--- config.mk ---
export PLATFORM = sky130hd
export DESIGN_NAME = keyboard_shortcut_table_unit
export DESIGN_NICKNAME = d
export VERILOG_FILES = /design/src/design/kst_pkg.sv /design/src/design/kst_datapath.sv /design/src/design/kst_ctrl.sv /design/src/design/keyboard_shortcut_table_unit.sv
export VERILOG_INCLUDE_DIRS = /design/src /design/src/design
export SDC_FILE = /design/constraint.sdc
export NUM_CORES = 1
export LEC_CHECK = 0
export BUFFER_PORTS_ARGS = -buffer_cell sky130_fd_sc_hd__buf_2
export CAP_MARGIN = 30
export CELL_PAD_IN_SITES_DETAIL_PLACEMENT = 1
export CELL_PAD_IN_SITES_GLOBAL_PLACEMENT = 2
export CORE_MARGIN = 5
export CORE_UTILIZATION = 44
export DETAILED_ROUTE_END_ITERATION = 10
export PLACE_DENSITY_LB_ADDON = 0.2
export REMOVE_ABC_BUFFERS = 1
export SYNTH_ARGS = -nofsm -noshare
export SYNTH_HDL_FRONTEND = slang
export SYNTH_SLANG_ARGS = --single-unit
export TNS_END_PERCENT = 50
--- constraint.sdc ---
create_clock -name clk -period 3.5 [get_ports clk]
set_clock_uncertainty 0.1 [all_clocks]
set_input_delay 0.35 -clock clk [delete_from_list [all_inputs] [get_ports clk]]
set_output_delay 0.35 -clock clk [all_outputs]
set_load 0.005 [all_outputs]
--- src/design/keyboard_shortcut_table_unit_macros.svh ---
// Assertion macros shared by the shortcut table RTL.
// Needs clk and rst_n in the scope of each use; no other dependencies.
`ifndef KEYBOARD_SHORTCUT_TABLE_UNIT_MACROS_SVH
`define KEYBOARD_SHORTCUT_TABLE_UNIT_MACROS_SVH

// Property checked at every clock edge outside reset
`define KST_ASSERT(label, prop, msg) \
  label: assert property (@(posedge clk) disable iff (!rst_n) prop) else $error(msg);

// Condition in one cycle implies a consequence in the next
`define KST_ASSERT_NEXT(label, ante, cons, msg) \
  label: assert property (@(posedge clk) disable iff (!rst_n) (ante) |=> (cons)) else $error(msg);

`endif

--- src/design/kst_pkg.sv ---
// Shared types, codes and key-matching functions of the shortcut table.
// No dependencies; used by kst_datapath, kst_ctrl and the top level.
`default_nettype none

package kst_pkg;

  localparam int unsigned MAX_SHORTCUTS_DEF = 16;

  // Operation codes
  typedef enum logic [1:0] {
    FUNC_LOOKUP   = 2'd0,
    FUNC_REGISTER = 2'd1,
    FUNC_REMOVE   = 2'd2,
    FUNC_CLEAR    = 2'd3
  } func_t;

  // Result status codes
  localparam logic [2:0] STS_OK        = 3'd0;
  localparam logic [2:0] STS_NO_MATCH  = 3'd1;
  localparam logic [2:0] STS_DUPLICATE = 3'd2;
  localparam logic [2:0] STS_FULL      = 3'd3;
  localparam logic [2:0] STS_INVALID   = 3'd4;

  // Modifier bit positions within an entry
  localparam int unsigned MOD_CTRL_BIT = 0;
  localparam int unsigned MOD_ALT_BIT  = 1;
  localparam int unsigned MOD_META_BIT = 2;

  // Character constants
  localparam logic [7:0] KEY_NONE    = 8'h00;
  localparam logic [7:0] KEY_AT      = 8'h40;
  localparam logic [7:0] KEY_USCORE  = 8'h5F;
  localparam logic [7:0] KEY_UPPER_A = 8'h41;
  localparam logic [7:0] KEY_UPPER_Z = 8'h5A;
  localparam logic [7:0] KEY_LOWER_A = 8'h61;
  localparam logic [7:0] KEY_LOWER_Z = 8'h7A;
  localparam logic [7:0] CASE_OFFSET = 8'h20;
  localparam logic [7:0] CTRL_MASK   = 8'h1F;
  localparam logic [7:0] OWNER_NONE  = 8'h00;

  // One stored table entry
  typedef struct packed {
    logic [7:0] owner;
    logic [7:0] action;
    logic [2:0] mods;
    logic [7:0] key;
  } entry_t;

  // Input transaction payload
  typedef struct packed {
    logic [1:0] func;
    logic [7:0] key;
    logic [7:0] hotkey;
    logic       mod_ctrl;
    logic       mod_alt;
    logic       mod_meta;
    logic [7:0] action_handle;
    logic [7:0] owner_id;
  } in_t;

  // Result transaction payload
  typedef struct packed {
    logic [2:0] status;
    logic [7:0] hit_action;
  } out_t;

  // Controller to datapath commands
  typedef struct packed {
    logic load;
    logic scan;
    logic commit;
  } cmd_t;

  // Datapath to controller status
  typedef struct packed {
    logic scan_done;
  } sts_t;

  function automatic logic is_letter(input logic [7:0] k);
    return ((k >= KEY_UPPER_A) && (k <= KEY_UPPER_Z)) ||
           ((k >= KEY_LOWER_A) && (k <= KEY_LOWER_Z));
  endfunction

  function automatic logic [7:0] to_upper(input logic [7:0] k);
    logic [7:0] u;
    u = k;
    if ((k >= KEY_LOWER_A) && (k <= KEY_LOWER_Z)) begin
      u = k - CASE_OFFSET;
    end
    return u;
  endfunction

  // Does a stored entry answer a typed byte
  function automatic logic entry_hits(input logic [7:0] ek, input logic [2:0] mods,
                                      input logic [7:0] key);
    logic [7:0] u;
    logic       hit;
    u   = to_upper(ek);
    hit = 1'b0;
    if ((ek == KEY_NONE) || (key == KEY_NONE)) begin
      hit = 1'b0;
    end else if (mods[MOD_ALT_BIT] || mods[MOD_META_BIT]) begin
      hit = 1'b0;
    end else if (mods[MOD_CTRL_BIT]) begin
      hit = (u >= KEY_AT) && (u <= KEY_USCORE) && (key == (u & CTRL_MASK));
    end else begin
      hit = (ek == key) || (is_letter(ek) && is_letter(key) && (u == to_upper(key)));
    end
    return hit;
  endfunction

endpackage

`default_nettype wire

--- src/design/kst_datapath.sv ---
// Datapath of the shortcut table: entry memory, scan counters, match logic, result register.
// Depends on kst_pkg and keyboard_shortcut_table_unit_macros.svh; driven by kst_ctrl.
`default_nettype none
`include "keyboard_shortcut_table_unit_macros.svh"

module kst_datapath #(
  parameter int unsigned MAX_SHORTCUTS = kst_pkg::MAX_SHORTCUTS_DEF
) (
  input  wire logic          clk,
  input  wire logic          rst_n,
  input  wire kst_pkg::in_t  in_data,
  input  wire kst_pkg::cmd_t cmd,
  output kst_pkg::sts_t      sts,
  output kst_pkg::out_t      out_data
);

  localparam int unsigned IW = (MAX_SHORTCUTS > 1) ? $clog2(MAX_SHORTCUTS) : 1;
  localparam int unsigned CW = $clog2(MAX_SHORTCUTS + 1);
  localparam logic [CW-1:0] MAX_CNT = CW'(MAX_SHORTCUTS);

  // Entry store, insertion order
  kst_pkg::entry_t slot_mem_r [MAX_SHORTCUTS];

  kst_pkg::in_t    req_r;
  kst_pkg::entry_t rd_ent_r;
  kst_pkg::out_t   out_r, out_nxt;
  logic [CW-1:0]   cnt_r, cnt_nxt;
  logic [CW-1:0]   rd_idx_r, rd_idx_nxt;
  logic [CW-1:0]   wr_idx_r, wr_idx_nxt;
  logic            rd_vld_r, rd_vld_nxt;
  logic            found_r, found_nxt;
  logic [7:0]      hit_act_r, hit_act_nxt;

  logic [2:0]      req_mods;
  logic            is_lookup, is_reg, is_rem, is_clr;
  logic            reg_invalid, scan_need;
  logic            rd_en, eval, ent_hit, ent_dup, found_set, keep_we, append_ok;
  logic            mem_we;
  logic [IW-1:0]   mem_waddr;
  kst_pkg::entry_t mem_wdata, new_ent;

  // Request decode
  assign req_mods    = {req_r.mod_meta, req_r.mod_alt, req_r.mod_ctrl};
  assign is_lookup   = (req_r.func == kst_pkg::FUNC_LOOKUP);
  assign is_reg      = (req_r.func == kst_pkg::FUNC_REGISTER);
  assign is_rem      = (req_r.func == kst_pkg::FUNC_REMOVE);
  assign is_clr      = (req_r.func == kst_pkg::FUNC_CLEAR);
  assign reg_invalid = (req_r.hotkey == kst_pkg::KEY_NONE) && (req_mods == 3'b000);
  assign scan_need   = is_lookup || (is_reg && !reg_invalid) ||
                       (is_rem && (req_r.owner_id != kst_pkg::OWNER_NONE));

  // Scan: one read issued per cycle, the entry read last cycle is evaluated
  assign rd_en     = cmd.scan && scan_need && !found_r && (rd_idx_r < cnt_r);
  assign eval      = rd_vld_r && !found_r;
  assign ent_hit   = kst_pkg::entry_hits(rd_ent_r.key, rd_ent_r.mods, req_r.key);
  assign ent_dup   = (rd_ent_r.mods == req_mods) &&
                     (kst_pkg::to_upper(rd_ent_r.key) ==
                      kst_pkg::to_upper(req_r.hotkey));
  assign found_set = eval && ((is_lookup && ent_hit) || (is_reg && ent_dup));
  assign keep_we   = eval && is_rem && (rd_ent_r.owner != req_r.owner_id);
  assign append_ok = cmd.commit && is_reg && !reg_invalid && !found_r && (cnt_r < MAX_CNT);

  assign sts.scan_done = !rd_vld_r && (found_r || !scan_need || (rd_idx_r >= cnt_r));

  // Memory write: compaction during a removal, append at commit
  assign new_ent   = '{owner: req_r.owner_id, action: req_r.action_handle,
                       mods: req_mods, key: req_r.hotkey};
  assign mem_we    = keep_we || append_ok;
  assign mem_waddr = append_ok ? cnt_r[IW-1:0] : wr_idx_r[IW-1:0];
  assign mem_wdata = append_ok ? new_ent : rd_ent_r;

  always_ff @(posedge clk) begin
    if (mem_we) begin
      slot_mem_r[mem_waddr] <= mem_wdata;
    end
    if (rd_en) begin
      rd_ent_r <= slot_mem_r[rd_idx_r[IW-1:0]];
    end
  end

  // Next-state for scan control and result
  always_comb begin
    rd_idx_nxt  = rd_idx_r;
    wr_idx_nxt  = wr_idx_r;
    rd_vld_nxt  = rd_en;
    found_nxt   = found_r;
    hit_act_nxt = hit_act_r;
    cnt_nxt     = cnt_r;
    out_nxt     = out_r;
    if (cmd.load) begin
      rd_idx_nxt  = '0;
      wr_idx_nxt  = '0;
      rd_vld_nxt  = 1'b0;
      found_nxt   = 1'b0;
      hit_act_nxt = 8'd0;
    end else begin
      if (rd_en) begin
        rd_idx_nxt = rd_idx_r + 1'b1;
      end
      if (keep_we) begin
        wr_idx_nxt = wr_idx_r + 1'b1;
      end
      if (found_set) begin
        found_nxt   = 1'b1;
        hit_act_nxt = rd_ent_r.action;
      end
    end
    if (cmd.commit) begin
      out_nxt.status     = kst_pkg::STS_OK;
      out_nxt.hit_action = 8'd0;
      if (is_lookup) begin
        if (found_r) begin
          out_nxt.hit_action = hit_act_r;
        end else begin
          out_nxt.status = kst_pkg::STS_NO_MATCH;
        end
      end else if (is_reg) begin
        if (reg_invalid) begin
          out_nxt.status = kst_pkg::STS_INVALID;
        end else if (found_r) begin
          out_nxt.status = kst_pkg::STS_DUPLICATE;
        end else if (cnt_r >= MAX_CNT) begin
          out_nxt.status = kst_pkg::STS_FULL;
        end else begin
          cnt_nxt = cnt_r + 1'b1;
        end
      end else if (is_rem) begin
        if (req_r.owner_id != kst_pkg::OWNER_NONE) begin
          cnt_nxt = wr_idx_r;
        end
      end else if (is_clr) begin
        cnt_nxt = '0;
      end
    end
  end

  // Control registers
  always_ff @(posedge clk) begin
    if (!rst_n) begin
      cnt_r    <= '0;
      rd_idx_r <= '0;
      wr_idx_r <= '0;
      rd_vld_r <= 1'b0;
      found_r  <= 1'b0;
    end else begin
      cnt_r    <= cnt_nxt;
      rd_idx_r <= rd_idx_nxt;
      wr_idx_r <= wr_idx_nxt;
      rd_vld_r <= rd_vld_nxt;
      found_r  <= found_nxt;
    end
  end

  // Payload registers
  always_ff @(posedge clk) begin
    if (cmd.load) begin
      req_r <= in_data;
    end
    hit_act_r <= hit_act_nxt;
    out_r     <= out_nxt;
  end

  assign out_data = out_r;

  `KST_ASSERT(a_cnt_bound, cnt_r <= MAX_CNT, "entry count beyond table size")
  `KST_ASSERT(a_compact_behind, keep_we |-> (wr_idx_r < rd_idx_r), "compaction overtook read")
  `KST_ASSERT_NEXT(a_found_kind, found_set, is_lookup || is_reg, "match flagged on wrong op")

endmodule

`default_nettype wire

--- src/design/kst_ctrl.sv ---
// Controller of the shortcut table: sequences accept, scan and commit, owns both handshakes.
// Depends on kst_pkg and keyboard_shortcut_table_unit_macros.svh; commands kst_datapath.
`default_nettype none
`include "keyboard_shortcut_table_unit_macros.svh"

module kst_ctrl (
  input  wire logic          clk,
  input  wire logic          rst_n,
  input  wire logic          in_valid,
  output logic               in_stall,
  output logic               out_valid,
  input  wire logic          out_stall,
  input  wire kst_pkg::sts_t sts,
  output kst_pkg::cmd_t      cmd
);

  typedef enum logic [2:0] {
    ST_IDLE = 3'b001,
    ST_SCAN = 3'b010,
    ST_DONE = 3'b100
  } state_t;

  state_t state_r, state_nxt;
  logic   out_valid_r, out_valid_nxt;
  logic   slot_free;

  // Result register can take a new transaction
  assign slot_free = !out_valid_r || !out_stall;
  assign in_stall  = (state_r != ST_IDLE);
  assign out_valid = out_valid_r;

  always_comb begin
    state_nxt     = state_r;
    cmd           = '0;
    out_valid_nxt = out_valid_r && out_stall;
    case (state_r)
      ST_IDLE: begin
        if (in_valid) begin
          cmd.load  = 1'b1;
          state_nxt = ST_SCAN;
        end
      end
      ST_SCAN: begin
        cmd.scan = 1'b1;
        if (sts.scan_done) begin
          state_nxt = ST_DONE;
        end
      end
      ST_DONE: begin
        if (slot_free) begin
          cmd.commit    = 1'b1;
          out_valid_nxt = 1'b1;
          state_nxt     = ST_IDLE;
        end
      end
      default: begin
        state_nxt = ST_IDLE;
      end
    endcase
  end

  always_ff @(posedge clk) begin
    if (!rst_n) begin
      state_r     <= ST_IDLE;
      out_valid_r <= 1'b0;
    end else begin
      state_r     <= state_nxt;
      out_valid_r <= out_valid_nxt;
    end
  end

  `KST_ASSERT_NEXT(a_accept_scan, in_valid && !in_stall, state_r == ST_SCAN, "scan not started")
  `KST_ASSERT(a_commit_free, cmd.commit |-> slot_free, "commit over an unread result")
  `KST_ASSERT(a_rise_commit, $rose(out_valid_r) |-> $past(cmd.commit), "result without commit")

endmodule

`default_nettype wire

--- src/design/keyboard_shortcut_table_unit.sv ---
// Top level of the keyboard shortcut table: controller plus datapath.
// Depends on kst_pkg, kst_ctrl and kst_datapath.
//
//   channel | handshake          | payload
//   --------+--------------------+------------------------------------------
//   in      | in_valid/in_stall  | in_data  (func, key, hotkey, mods, ...)
//   out     | out_valid/out_stall| out_data (status, hit_action)
//
// One transaction at a time; the scan reads one entry a cycle from the entry memory.
// Lookup, register and remove scan the stored entries before their result is presented;
// a hit or duplicate ends the scan early, and clear does not scan. The next transaction
// is taken once the result has been committed.
// Reset (rst_n low, synchronous) empties the table; no clearing pass is needed.
// An earlier result held by out_stall does not block acceptance; the commit waits for it.
`default_nettype none

module keyboard_shortcut_table_unit #(
  parameter int unsigned MAX_SHORTCUTS = kst_pkg::MAX_SHORTCUTS_DEF
) (
  input  wire logic         clk,
  input  wire logic         rst_n,
  input  wire logic         in_valid,
  output logic              in_stall,
  input  wire kst_pkg::in_t in_data,
  output logic              out_valid,
  input  wire logic         out_stall,
  output kst_pkg::out_t     out_data
);

  kst_pkg::cmd_t cmd;
  kst_pkg::sts_t sts;

  kst_ctrl u_ctrl (
    .clk       (clk),
    .rst_n     (rst_n),
    .in_valid  (in_valid),
    .in_stall  (in_stall),
    .out_valid (out_valid),
    .out_stall (out_stall),
    .sts       (sts),
    .cmd       (cmd)
  );

  kst_datapath #(
    .MAX_SHORTCUTS (MAX_SHORTCUTS)
  ) u_datapath (
    .clk      (clk),
    .rst_n    (rst_n),
    .in_data  (in_data),
    .cmd      (cmd),
    .sts      (sts),
    .out_data (out_data)
  );

endmodule

`default_nettype wire

==> impl_metrics.csv, run 1 <==
group,metric,value,unit
outcome,status,"completed",
job,maxCapViolCount,0,
synth,synth-edff-count,507,
power,cellPowerDensity,524,nW/µm²
worst_hold_path,hp-start,"in_valid",
worst_hold_path,hold_end,"u_ctrl.state_r[0]$_SDFFE_PN1P_",
sta,period_share,89.4,%
synth,synth_flop_cell,"edfxtp_1",
clocking,cts_tree,"built",
drt,wirelength,51000,µm
sta,max_freq,319,MHz
die,ioPinCount,54,
placement,dp_hpwl,33300,µm
worst_setup_path,start_kind,"register",
worst_setup_path,rrSetupSlack,370,ps
worst_setup_path,r2r_start,"u_datapath.new_ent[4]$_DFFE_PP_",
power,switching_share,19.9,%
power,finalPower,0.0132,W
final_layout,finalNonFillerCells,1878,
sta,slew_viol_final,0,
global_route,grt_max_degree,87,
clocking,path_clk_slew,60,ps
die,start_util,44.7,%
clocking,cts_sinks,536,
worst_setup_path,cp.arrival,3340,ps
drt,drtPass1Iterations,5,
final_layout,syn2layout_area_growth,17.7,%
worst_setup_path,worst_setup_path_end_kind,"register",
drt,wl_per_cell,27.2,µm
sta,finalSetupTns,0,ps
worst_setup_path,reg2reg_depth,7,
synth,ys_seq_area_share,74.0,%
global_route,antenna_found_initial,2,
worst_hold_path,hp-class,"in -> reg",
global_route,met2_usage,28.0,%
drt,drc_errors,0,
final_layout,final_common_cell,"edfxtp_1",
clocking,cts-root-buf,"clkbuf_16",
power,ir_drop,0.000433,V
power,power.switching,0.00262,W
placement,gp_congestion,0.785,
clocking,clk_path_buf_depth,3,
final_layout,fin_nets,1272,
die,die_w,230,µm
placement,place_inst,1735,
sta,relSlewSlack,37.1,%
worst_setup_path,path_class,"reg -> reg",
synth,syn_inst,1061,
sta,min_period,3130,ps
clocking,ctsResizeCount,0,
global_route,grt_pass1_vias,11300,
global_route,grt_pass1_wl,76800,µm
global_route,met1_usage,31.1,%
drt,ant_nets,0,
worst_setup_path,r2r_end,"u_datapath.slot_mem_r[5][5]$_DFFE_PP_",
clocking,post-cts-setup-buffer-count,0,
final_layout,design_area,25100,µm²
power,power.internal,0.0106,W
sta,holdWs,40.3,ps
sta,worst_slew_pin_slew,939,ps
synth,synth-seq-cells,536,
power,power_frac_comb,1.7,%
clocking,cts_buffers,56,
synth,synth_area,21400,µm²
placement,dpl_cell_area,22900,µm²
synth,syn_avg_cell_area,20.1,µm²
drt,num_vias,10800,
sta,hold_violations,0,
final_layout,final_cell_mix,"edfxtp_1, mux4_2, clkbuf_16",
clocking,htreeDepth,2,
global_route,grt_overflow,0,
synth,synthArstFlopShare,0,%
sta,rsz0062_at_grt,"false",
global_route,use_met3,3.24,%
die,core,47800,µm²
worst_setup_path,cp_max_fo,27,
worst_setup_path,worstPathRequired,3700,ps
sta,setup_viol,0,
die,fp.dieH,230,µm
die,num_rows,80,
synth,yosysWarningCount,0,
global_route,grtUsageTotal,19.4,%
global_route,top_usage_layer,"met1",
drt,initialDrtViolationCount,989,
power,leakage,7.88,nW
die,die-area,53100,µm²
final_layout,drive_gt1_share,30.4,%
final_layout,num_antenna_cells,0,
synth,synthDistinctLibCells,69,
placement,portBuffers,53,
power,seq_power_share,53.2,%
power,pwr-share-clk,45.2,%
worst_hold_path,hold_depth,4,
drt,viasPerCell,5.75,
clocking,clock_latency,610,ps
[flip-flops by register name, summed over array words and instances (netlist names)]
name	count
u_datapath.out_data	11
u_datapath.slot_mem_r	432
u_datapath.rd_idx_r	5
u_datapath.rd_vld_r	1
u_datapath.req_r	10
u_datapath.rd_ent_r	27
u_datapath.cnt_r	5
u_datapath.hit_act_r	8
u_datapath.new_ent	27
u_datapath.wr_idx_r	5
u_ctrl.state_r	3
u_ctrl.out_valid	1
u_datapath.found_r	1
[through the flow]
step / setup slack, ps / util [%]
after floorplan: -2680 / -
after global placement: 312 / 47.9
after detailed placement: 243 / 47.9
after CTS: 222 / 52.5
after global routing: 201 / 52.6
final: 370 / 52.6
[power groups by stage]
stage / Clock [W] / Combinational [W] / Sequential [W]
floorplan: 0 / 0.0000942 / 0.00714
global placement: 0 / 0.000185 / 0.00714
detailed placement: 0 / 0.000186 / 0.00714
CTS: 0.00608 / 0.000221 / 0.00700
global route: 0.00640 / 0.000240 / 0.00701
finish: 0.00595 / 0.000217 / 0.00701
[layout make-up]
class	instances	area (µm²)
inverter	21	78.8
multi-input combinational	457	5420
clock buffer	69	1460
timing repair buffer	146	1220
clock inverter	34	384
fill	4263	22700
sequential	536	15800
tap	615	769
[per-layer routing]
metal / vias to the layer above / part of all wire (%) / routed length [µm]
met5: - / 0 / 0
met4: 0 / 1.6 / 840
met3: 54 / 5.6 / 2840
met2: 287 / 45 / 22800
met1: 5782 / 48 / 24600
li1: 4684 / - / -
[synth_stat cells, types with 2 or more instances]
| master | number | area, µm² |
|---|---|---|
| nor4b_1 | 2 | 17.5 |
| o211ai_1 | 3 | 22.5 |
| buf_4 | 2 | 15.0 |
| o41ai_1 | 2 | 17.5 |
| inv_1 | 20 | 75.1 |
| a21oi_1 | 23 | 115 |
| nor2b_1 | 9 | 56.3 |
| nand2b_1 | 4 | 25.0 |
| nand2_1 | 37 | 139 |
| o21ai_0 | 19 | 95.1 |
| nand4_1 | 4 | 25.0 |
| nor2_1 | 46 | 173 |
| a21o_1 | 3 | 22.5 |
| a211oi_1 | 4 | 30.0 |
| a31oi_1 | 5 | 31.3 |
| nor4_1 | 10 | 62.6 |
| and2_1 | 10 | 62.6 |
| xor2_1 | 17 | 149 |
| xnor2_1 | 20 | 175 |
| mux4_2 | 135 | 3040 |
| a32oi_1 | 3 | 26.3 |
| buf_1 | 12 | 45.0 |
| mux2_2 | 22 | 248 |
| nor3b_1 | 3 | 22.5 |
| ha_1 | 13 | 163 |
| nor3_1 | 5 | 25.0 |
| o21ai_1 | 3 | 15.0 |
| buf_6 | 2 | 22.5 |
| nand3_1 | 17 | 85.1 |
| and3_1 | 2 | 12.5 |
| a221oi_1 | 4 | 35.0 |
| dfxtp_1 | 29 | 581 |
| clkbuf_1 | 29 | 109 |
| edfxtp_1 | 507 | 15200 |
[timing repair]
item,in CTS,in global routing
endpoints found under the hold margin,41,0
endpoints found under the setup margin,0,0
hold buffers,39,0
[logic make-up (layout without fill, tap and decap cells)]
| logic type | Yosys count | count (layout) | share of synthesized area [%] |
|---|---|---|---|
| adder cells (fa/ha/maj) | 13 | 13 | 0.761 |
| buffers and inverters | 68 | 270 | 1.31 |
| XOR/XNOR | 37 | 37 | 1.52 |
| multiplexers | 158 | 158 | 15.4 |
| AO/OA/AOI/OAI | 90 | 90 | 3.14 |
| flip-flops | 536 | 536 | 74.0 |
| AND/OR/NAND/NOR | 159 | 159 | 3.87 |
[worst max path at each step]
stage | startpoint | endpoint | slack (ps) | cells past startpoint
floorplan | u_datapath.rd_idx_r[0]$_SDFFE_PP0P_ | u_ctrl.state_r[2]$_SDFFE_PN0P_ | -2680 | 9
global placement | u_datapath.new_ent[4]$_DFFE_PP_ | u_datapath.slot_mem_r[8][11]$_DFFE_PP_ | 310 | 8
detailed placement | u_datapath.new_ent[4]$_DFFE_PP_ | u_datapath.slot_mem_r[8][11]$_DFFE_PP_ | 240 | 8
CTS | u_datapath.new_ent[4]$_DFFE_PP_ | u_datapath.slot_mem_r[8][15]$_DFFE_PP_ | 220 | 8
global route | u_datapath.new_ent[4]$_DFFE_PP_ | u_datapath.slot_mem_r[11][12]$_DFFE_PP_ | 200 | 9
finish | u_datapath.new_ent[4]$_DFFE_PP_ | u_datapath.slot_mem_r[5][5]$_DFFE_PP_ | 370 | 7
[worst max-delay path: stages (launching register included)]
cell and delay (ps):
edfxtp_1 450, or4_4 590, nand4bb_4 290, nand2_1 160, nor2_4 130, a31oi_1 730, nor2_4 50, buf_4 290
No activity file was read; power rests on OpenSTA's default activity.
==> inputs of run 2 (changes only) <==
--- a/config.mk
+++ b/config.mk
@@ -13,9 +13,11 @@
 export CORE_MARGIN = 5
 export CORE_UTILIZATION = 44
 export DETAILED_ROUTE_END_ITERATION = 10
+export MAX_ROUTING_LAYER = met4
 export PLACE_DENSITY_LB_ADDON = 0.2
 export REMOVE_ABC_BUFFERS = 1
 export SYNTH_ARGS = -nofsm -noshare
 export SYNTH_HDL_FRONTEND = slang
+export SYNTH_HIERARCHICAL = 1
 export SYNTH_SLANG_ARGS = --single-unit
 export TNS_END_PERCENT = 50
==> impl_metrics.csv, run 2 <==
group,metric,value,unit
outcome,status,"completed",
sta,max_freq,319,MHz
synth,synth-edff-count,507,
synth,ys_seq_area_share,73.5,%
worst_setup_path,cp.arrival,3340,ps
global_route,grt_max_degree,112,
worst_hold_path,hp-class,"in -> reg",
synth,synth_area_leaders,"edfxtp_1, mux4_2, dfxtp_1",
drt,wl_per_cell,26.4,µm
drt,ant_nets,0,
drt,viasPerCell,5.70,
synth,yosysTopAreaCellShare,70.8,%
sta,hold_violations,0,
synth,syn_inst,1061,
global_route,grtUsageTotal,19.5,%
sta,relSlewSlack,45.6,%
worst_setup_path,start_kind,"register",
die,core,48600,µm²
drt,initialDrtViolationCount,767,
sta,slew_viol_final,0,
synth,yosysWarningCount,6,
synth,synth_commonest_cells,"edfxtp_1, mux4_2, nor2_1",
global_route,grt_overflow,0,
final_layout,nFillCells,4331,
clocking,clk_path_buf_depth,3,
worst_setup_path,cp_top_family,"simple AND/OR/NAND/NOR gates",
sta,worst_slew_pin_slew,809,ps
final_layout,final_cell_mix,"edfxtp_1, mux4_2, clkbuf_16",
final_layout,fin_nets,1279,
placement,dp_hpwl,30900,µm
drt,num_vias,10800,
die,die_w,231,µm
clocking,clock_latency,610,ps
worst_setup_path,cp_cell_sequence,"or4_1 -> nand4bb_1 -> nor2b_1 -> nand3_2 -> buf_12 -> a31oi_2 -> nor2_4 -> buf_16",
die,die-area,53400,µm²
placement,gp_congestion,0.794,
placement,pre_cts_slack,132,ps
drt,drc_errors,0,
job,maxCapViolCount,0,
power,cellPowerDensity,510,nW/µm²
synth,synthArstFlopShare,0,%
clocking,ctsResizeCount,0,
die,start_util,44.2,%
sta,min_period,3140,ps
sta,finalSetupTns,0,ps
sta,setup_ws,363,ps
final_layout,post-route-util,52.2,%
final_layout,drive_gt1_share,31.2,%
synth,syn_avg_cell_area,20.3,µm²
power,ir_drop,0.000603,V
clocking,cts_tree,"built",
die,num_rows,81,
final_layout,finalNonFillerCells,1891,
worst_setup_path,worst_setup_path_end_kind,"register",
worst_setup_path,max_stage_delay,560,ps
final_layout,regMostFlops,"u_datapath/slot_mem_r",
worst_setup_path,slowest_stage,"or4_1",
final_layout,largest_reg_flops,432,
worst_setup_path,worstPathRequired,3700,ps
clocking,htreeDepth,2,
final_layout,num_antenna_cells,0,
sta,rsz0062_at_grt,"false",
clocking,cts-root-buf,"clkbuf_16",
clocking,cts_buffers,57,
final_layout,syn2layout_area_growth,18.0,%
synth,yosys.cell_count.top_type,"edfxtp_1",
die,ioPinCount,54,
die,fp.dieH,231,µm
worst_setup_path,cp_max_fo,21,
sta,period_share,89.6,%
placement,portBuffers,53,
final_layout,multi_input_area,5510,µm²
global_route,grt_pass1_wl,76100,µm
final_layout,regArea,15800,µm²
clocking,cts_sinks,536,
clocking,path_clk_slew,60,ps
worst_setup_path,worst-path-buf-inv,2,
synth,synth-seq-cells,536,
drt,wirelength,49800,µm
power,leakage,8.03,nW
global_route,grt_pass1_vias,11600,
placement,place_inst,1746,
synth,synth_area,21500,µm²
global_route,antenna_found_initial,0,
synth,synth_flop_cell,"edfxtp_1",
sta,setup_viol,0,
synth,yosysTopAreaCell,"edfxtp_1",
final_layout,final_common_cell,"edfxtp_1",
synth,synthDistinctLibCells,66,
drt,drtPass1Iterations,5,
worst_setup_path,path_class,"reg -> reg",
[run 2: path summary, 6_finish.rpt]
kind	startpoint	to	slack (ps)	depth (start not counted)
worst max-delay path	u_datapath/new_ent[2]$_DFFE_PP_	u_datapath/slot_mem_r[10][14]$_DFFE_PP_	360	8
worst min-delay path	in_valid	u_ctrl/state_r[1]$_SDFFE_PN0P_	60	4
worst min register to register	u_datapath/hit_act_r[2]$_SDFFE_PP0P_	u_datapath/hit_act_r[2]$_SDFFE_PP0P_	380	2
worst max register to register	u_datapath/new_ent[2]$_DFFE_PP_	u_datapath/slot_mem_r[10][14]$_DFFE_PP_	360	8
[run 2: per-layer routing]
layer  part of all wire (%)  wire length (µm)  track usage [%]  vias to the layer above
met4                    1.6               809             4.59                        0
li1                       -                 -                -                     4695
met1                     47             23500             28.2                     5812
met2                     47             23700             30.0                      217
met5                      0                 0                -                        -
met3                    3.7              1870             2.82                       60
[run 2: repair_timing]
item	in CTS	in global routing
buffers inserted	0	0
hold buffers	39	0
hold endpoints to repair	45	0
[run 2: cell families (layout without fill, tap and decap cells)]
logic type                 Yosys count  count (layout)  synth area share, %
AOI/OAI and AO/OA                   76              76                 2.62
xor gates and xnor gates            33              33                 1.34
adders and majority gates           14              14                0.815
buffers and inverters               71             279                 1.48
DFF                                536             536                 73.5
muxes                              170             170                 15.9
and+or+nand+nor                    161             161                 4.31
[run 2: per-stage QoR]
step / power, W / cell area (µm²) / hold slack, ps
finish: 0.0129 / 25400 / 56.5
global route: 0.0134 / 25400 / 106
CTS: 0.0131 / 25300 / 31.1
detailed placement: 0.00728 / 23200 / 372
global placement: 0.00728 / 23000 / 364
floorplan: 0.00720 / 21300 / 321
[run 2: final cells by class]
cell class              count  share of cell area, %
repair buffers            151                   5.54
well taps                 622                   3.07
flip-flops and latches    536                   62.3
clock buffers              71                   5.91
multi-input cells         454                   21.7
inverters                  24                  0.355
clock inverters            33                   1.11
[run 2: worst min-delay path: cells and delay by family]
family,cells,cell delay (ps)
AOI/OAI and AO/OA,1,60
buffers and inverters,1,90
and+or+nand+nor,2,220
[run 2: where the power goes]
part,switching (W),internal (W)
sequential,0.0000332,0.00696
combinational,0.0000934,0.0000959
clock,0.00243,0.00333
total,0.00256,0.0104
==> inputs of run 3 (changes only) <==
--- a/config.mk
+++ b/config.mk
@@ -6,10 +6,11 @@
 export SDC_FILE = /design/constraint.sdc
 export NUM_CORES = 1
 export LEC_CHECK = 0
-export BUFFER_PORTS_ARGS = -buffer_cell sky130_fd_sc_hd__buf_2
+export BUFFER_PORTS_ARGS = -buffer_cell sky130_fd_sc_hd__clkbuf_2
 export CAP_MARGIN = 30
 export CELL_PAD_IN_SITES_DETAIL_PLACEMENT = 1
 export CELL_PAD_IN_SITES_GLOBAL_PLACEMENT = 2
+export CORE_ASPECT_RATIO = 1.2
 export CORE_MARGIN = 5
 export CORE_UTILIZATION = 44
 export DETAILED_ROUTE_END_ITERATION = 10
==> impl_metrics.csv, run 3 (synthesized netlist as in run 2, its figures left out) <==
group,metric,value,unit
drt,wl_per_cell,26.3,µm
clocking,clk_path_buf_depth,3,
clocking,cts-root-buf,"clkbuf_16",
final_layout,drive_gt1_share,30.9,%
drt,wl_met2,25500,µm
final_layout,num_antenna_cells,0,
clocking,path_clk_slew,60,ps
final_layout,nFillCells,4294,
placement,portBuffers,53,
sta,hold_violations,0,
clocking,htreeDepth,2,
die,start_util,44.6,%
final_layout,final_cell_mix,"edfxtp_1, mux4_2, clkbuf_2",
worst_setup_path,start_kind,"register",
power,leakage,7.97,nW
placement,gp_congestion,0.775,
sta,min_period,3270,ps
final_layout,largest_reg_flops,432,
drt,drtPass1Iterations,5,
sta,max_freq,306,MHz
power,seq_power_share,55.2,%
sta,finalSetupTns,0,ps
power,switching_share,19.4,%
global_route,antenna_found_initial,0,
final_layout,regMostFlops,"u_datapath/slot_mem_r",
global_route,grt_pass1_vias,11600,
worst_setup_path,worst_setup_path_end_kind,"register",
die,die_w,212,µm
drt,routed.top_layer,"met4",
worst_setup_path,cp.arrival,3470,ps
clocking,cts_tree,"built",
global_route,grt_overflow,0,
worst_setup_path,cp_max_fo,16,
worst_setup_path,worstPathRequired,3690,ps
die,ioPinCount,54,
die,die-area,53400,µm²
drt,wirelength,49600,µm
outcome,status,"completed",
job,maxCapViolCount,0,
clocking,cts_buffers,52,
worst_setup_path,rrSetupSlack,230,ps
drt,wl_met1,21400,µm
placement,dpl_cell_area,23200,µm²
final_layout,design_area,25200,µm²
die,num_rows,88,
clocking,post-cts-setup-buffer-count,0,
sta,relSlewSlack,46.6,%
power,power_frac_comb,1.5,%
global_route,grt_pass1_wl,75400,µm
clocking,clock_latency,590,ps
drt,drc_errors,0,
power,power.internal,0.0102,W
clocking,ctsResizeCount,0,
drt,viasPerCell,5.66,
sta,rsz0062_at_grt,"false",
drt,wl_met3,1780,µm
global_route,grt_max_degree,112,
placement,dp_hpwl,30600,µm
drt,initialDrtViolationCount,719,
power,pwr-share-clk,43.3,%
final_layout,final_common_cell,"edfxtp_1",
final_layout,post-route-util,52.3,%
drt,ant_nets,0,
power,power.switching,0.00245,W
drt,num_vias,10700,
final_layout,fin_nets,1273,
die,core,48200,µm²
sta,slew_viol_final,0,
power,ir_drop,0.000325,V
clocking,hold_buffers,39,
power,cellPowerDensity,502,nW/µm²
sta,period_share,93.5,%
sta,holdWs,112,ps
global_route,grtUsageTotal,19.5,%
clocking,cts_sinks,536,
sta,setup_viol,0,
worst_hold_path,hp-class,"in -> reg",
die,fp.dieH,252,µm
power,finalPower,0.0127,W
worst_setup_path,path_class,"reg -> reg",
final_layout,syn2layout_area_growth,17.3,%
sta,worst_slew_pin_slew,801,ps
run 3: cell types whose count changed in the layout (fill, tap and decap cells not counted), moves of 2 or more:
cell	delta
clkbuf_2	+53
clkinv_1	-3
buf_2	-53
clkbuf_1	-4
clkbuf_16	-6
bufinv_16	+2
buf_12	+2
run 3: path summary, 6_finish.rpt:
kind	start	end	cells past startpoint
worst max register to register	u_datapath/new_ent[4]$_DFFE_PP_	u_datapath/slot_mem_r[2][24]$_DFFE_PP_	7
worst min-delay path	in_valid	u_ctrl/state_r[1]$_SDFFE_PN0P_	4
worst max-delay path	u_datapath/new_ent[4]$_DFFE_PP_	u_datapath/slot_mem_r[2][24]$_DFFE_PP_	7
worst min register to register	u_datapath/hit_act_r[1]$_SDFFE_PP0P_	u_datapath/hit_act_r[1]$_SDFFE_PP0P_	2
run 3: layout make-up:
type	instances	area, µm²	area share, %
Clock buffer	61	1340	5.29
Clock inverter	30	304	1.21
Inverter	24	90.1	0.357
Multi-Input combinational cell	454	5500	21.8
Sequential cell	536	15800	62.7
Tap cell	630	788	3.12
Timing Repair Buffer	150	1400	5.53
run 3: layer usage:
| layer | global-route usage, % | vias up |
|---|---|---|
| met4 | 3.90 | 0 |
| li1 | - | 4673 |
| met1 | 26.3 | 5737 |
| met5 | - | - |
| met3 | 2.63 | 56 |
| met2 | 32.2 | 197 |
run 3: critical path, cell delays in order (launching register included):
cell       delay (ps)
edfxtp_1          380
or4_1             570
nand4bb_1         280
nor2b_1           200
nand3_2           250
a31oi_2           280
nor2_4            660
buf_16            240
run 3: stage by stage:
step	instances	worst slack (ps)
after floorplan	1014	-2640
after global placement	1747	40.5
after detailed placement	1755	215
after CTS	1885	214
after global routing	1885	59.0
final	1885	227
run 3: power groups by stage:
stage	Sequential (W)	Combinational, W	Clock [W]
after floorplan	0.00712	0.0000821	0
after global placement	0.00712	0.000161	0
after detailed placement	0.00713	0.000162	0
after CTS	0.00699	0.000198	0.00562
after global routing	0.00699	0.000214	0.00591
final	0.00699	0.000195	0.00548
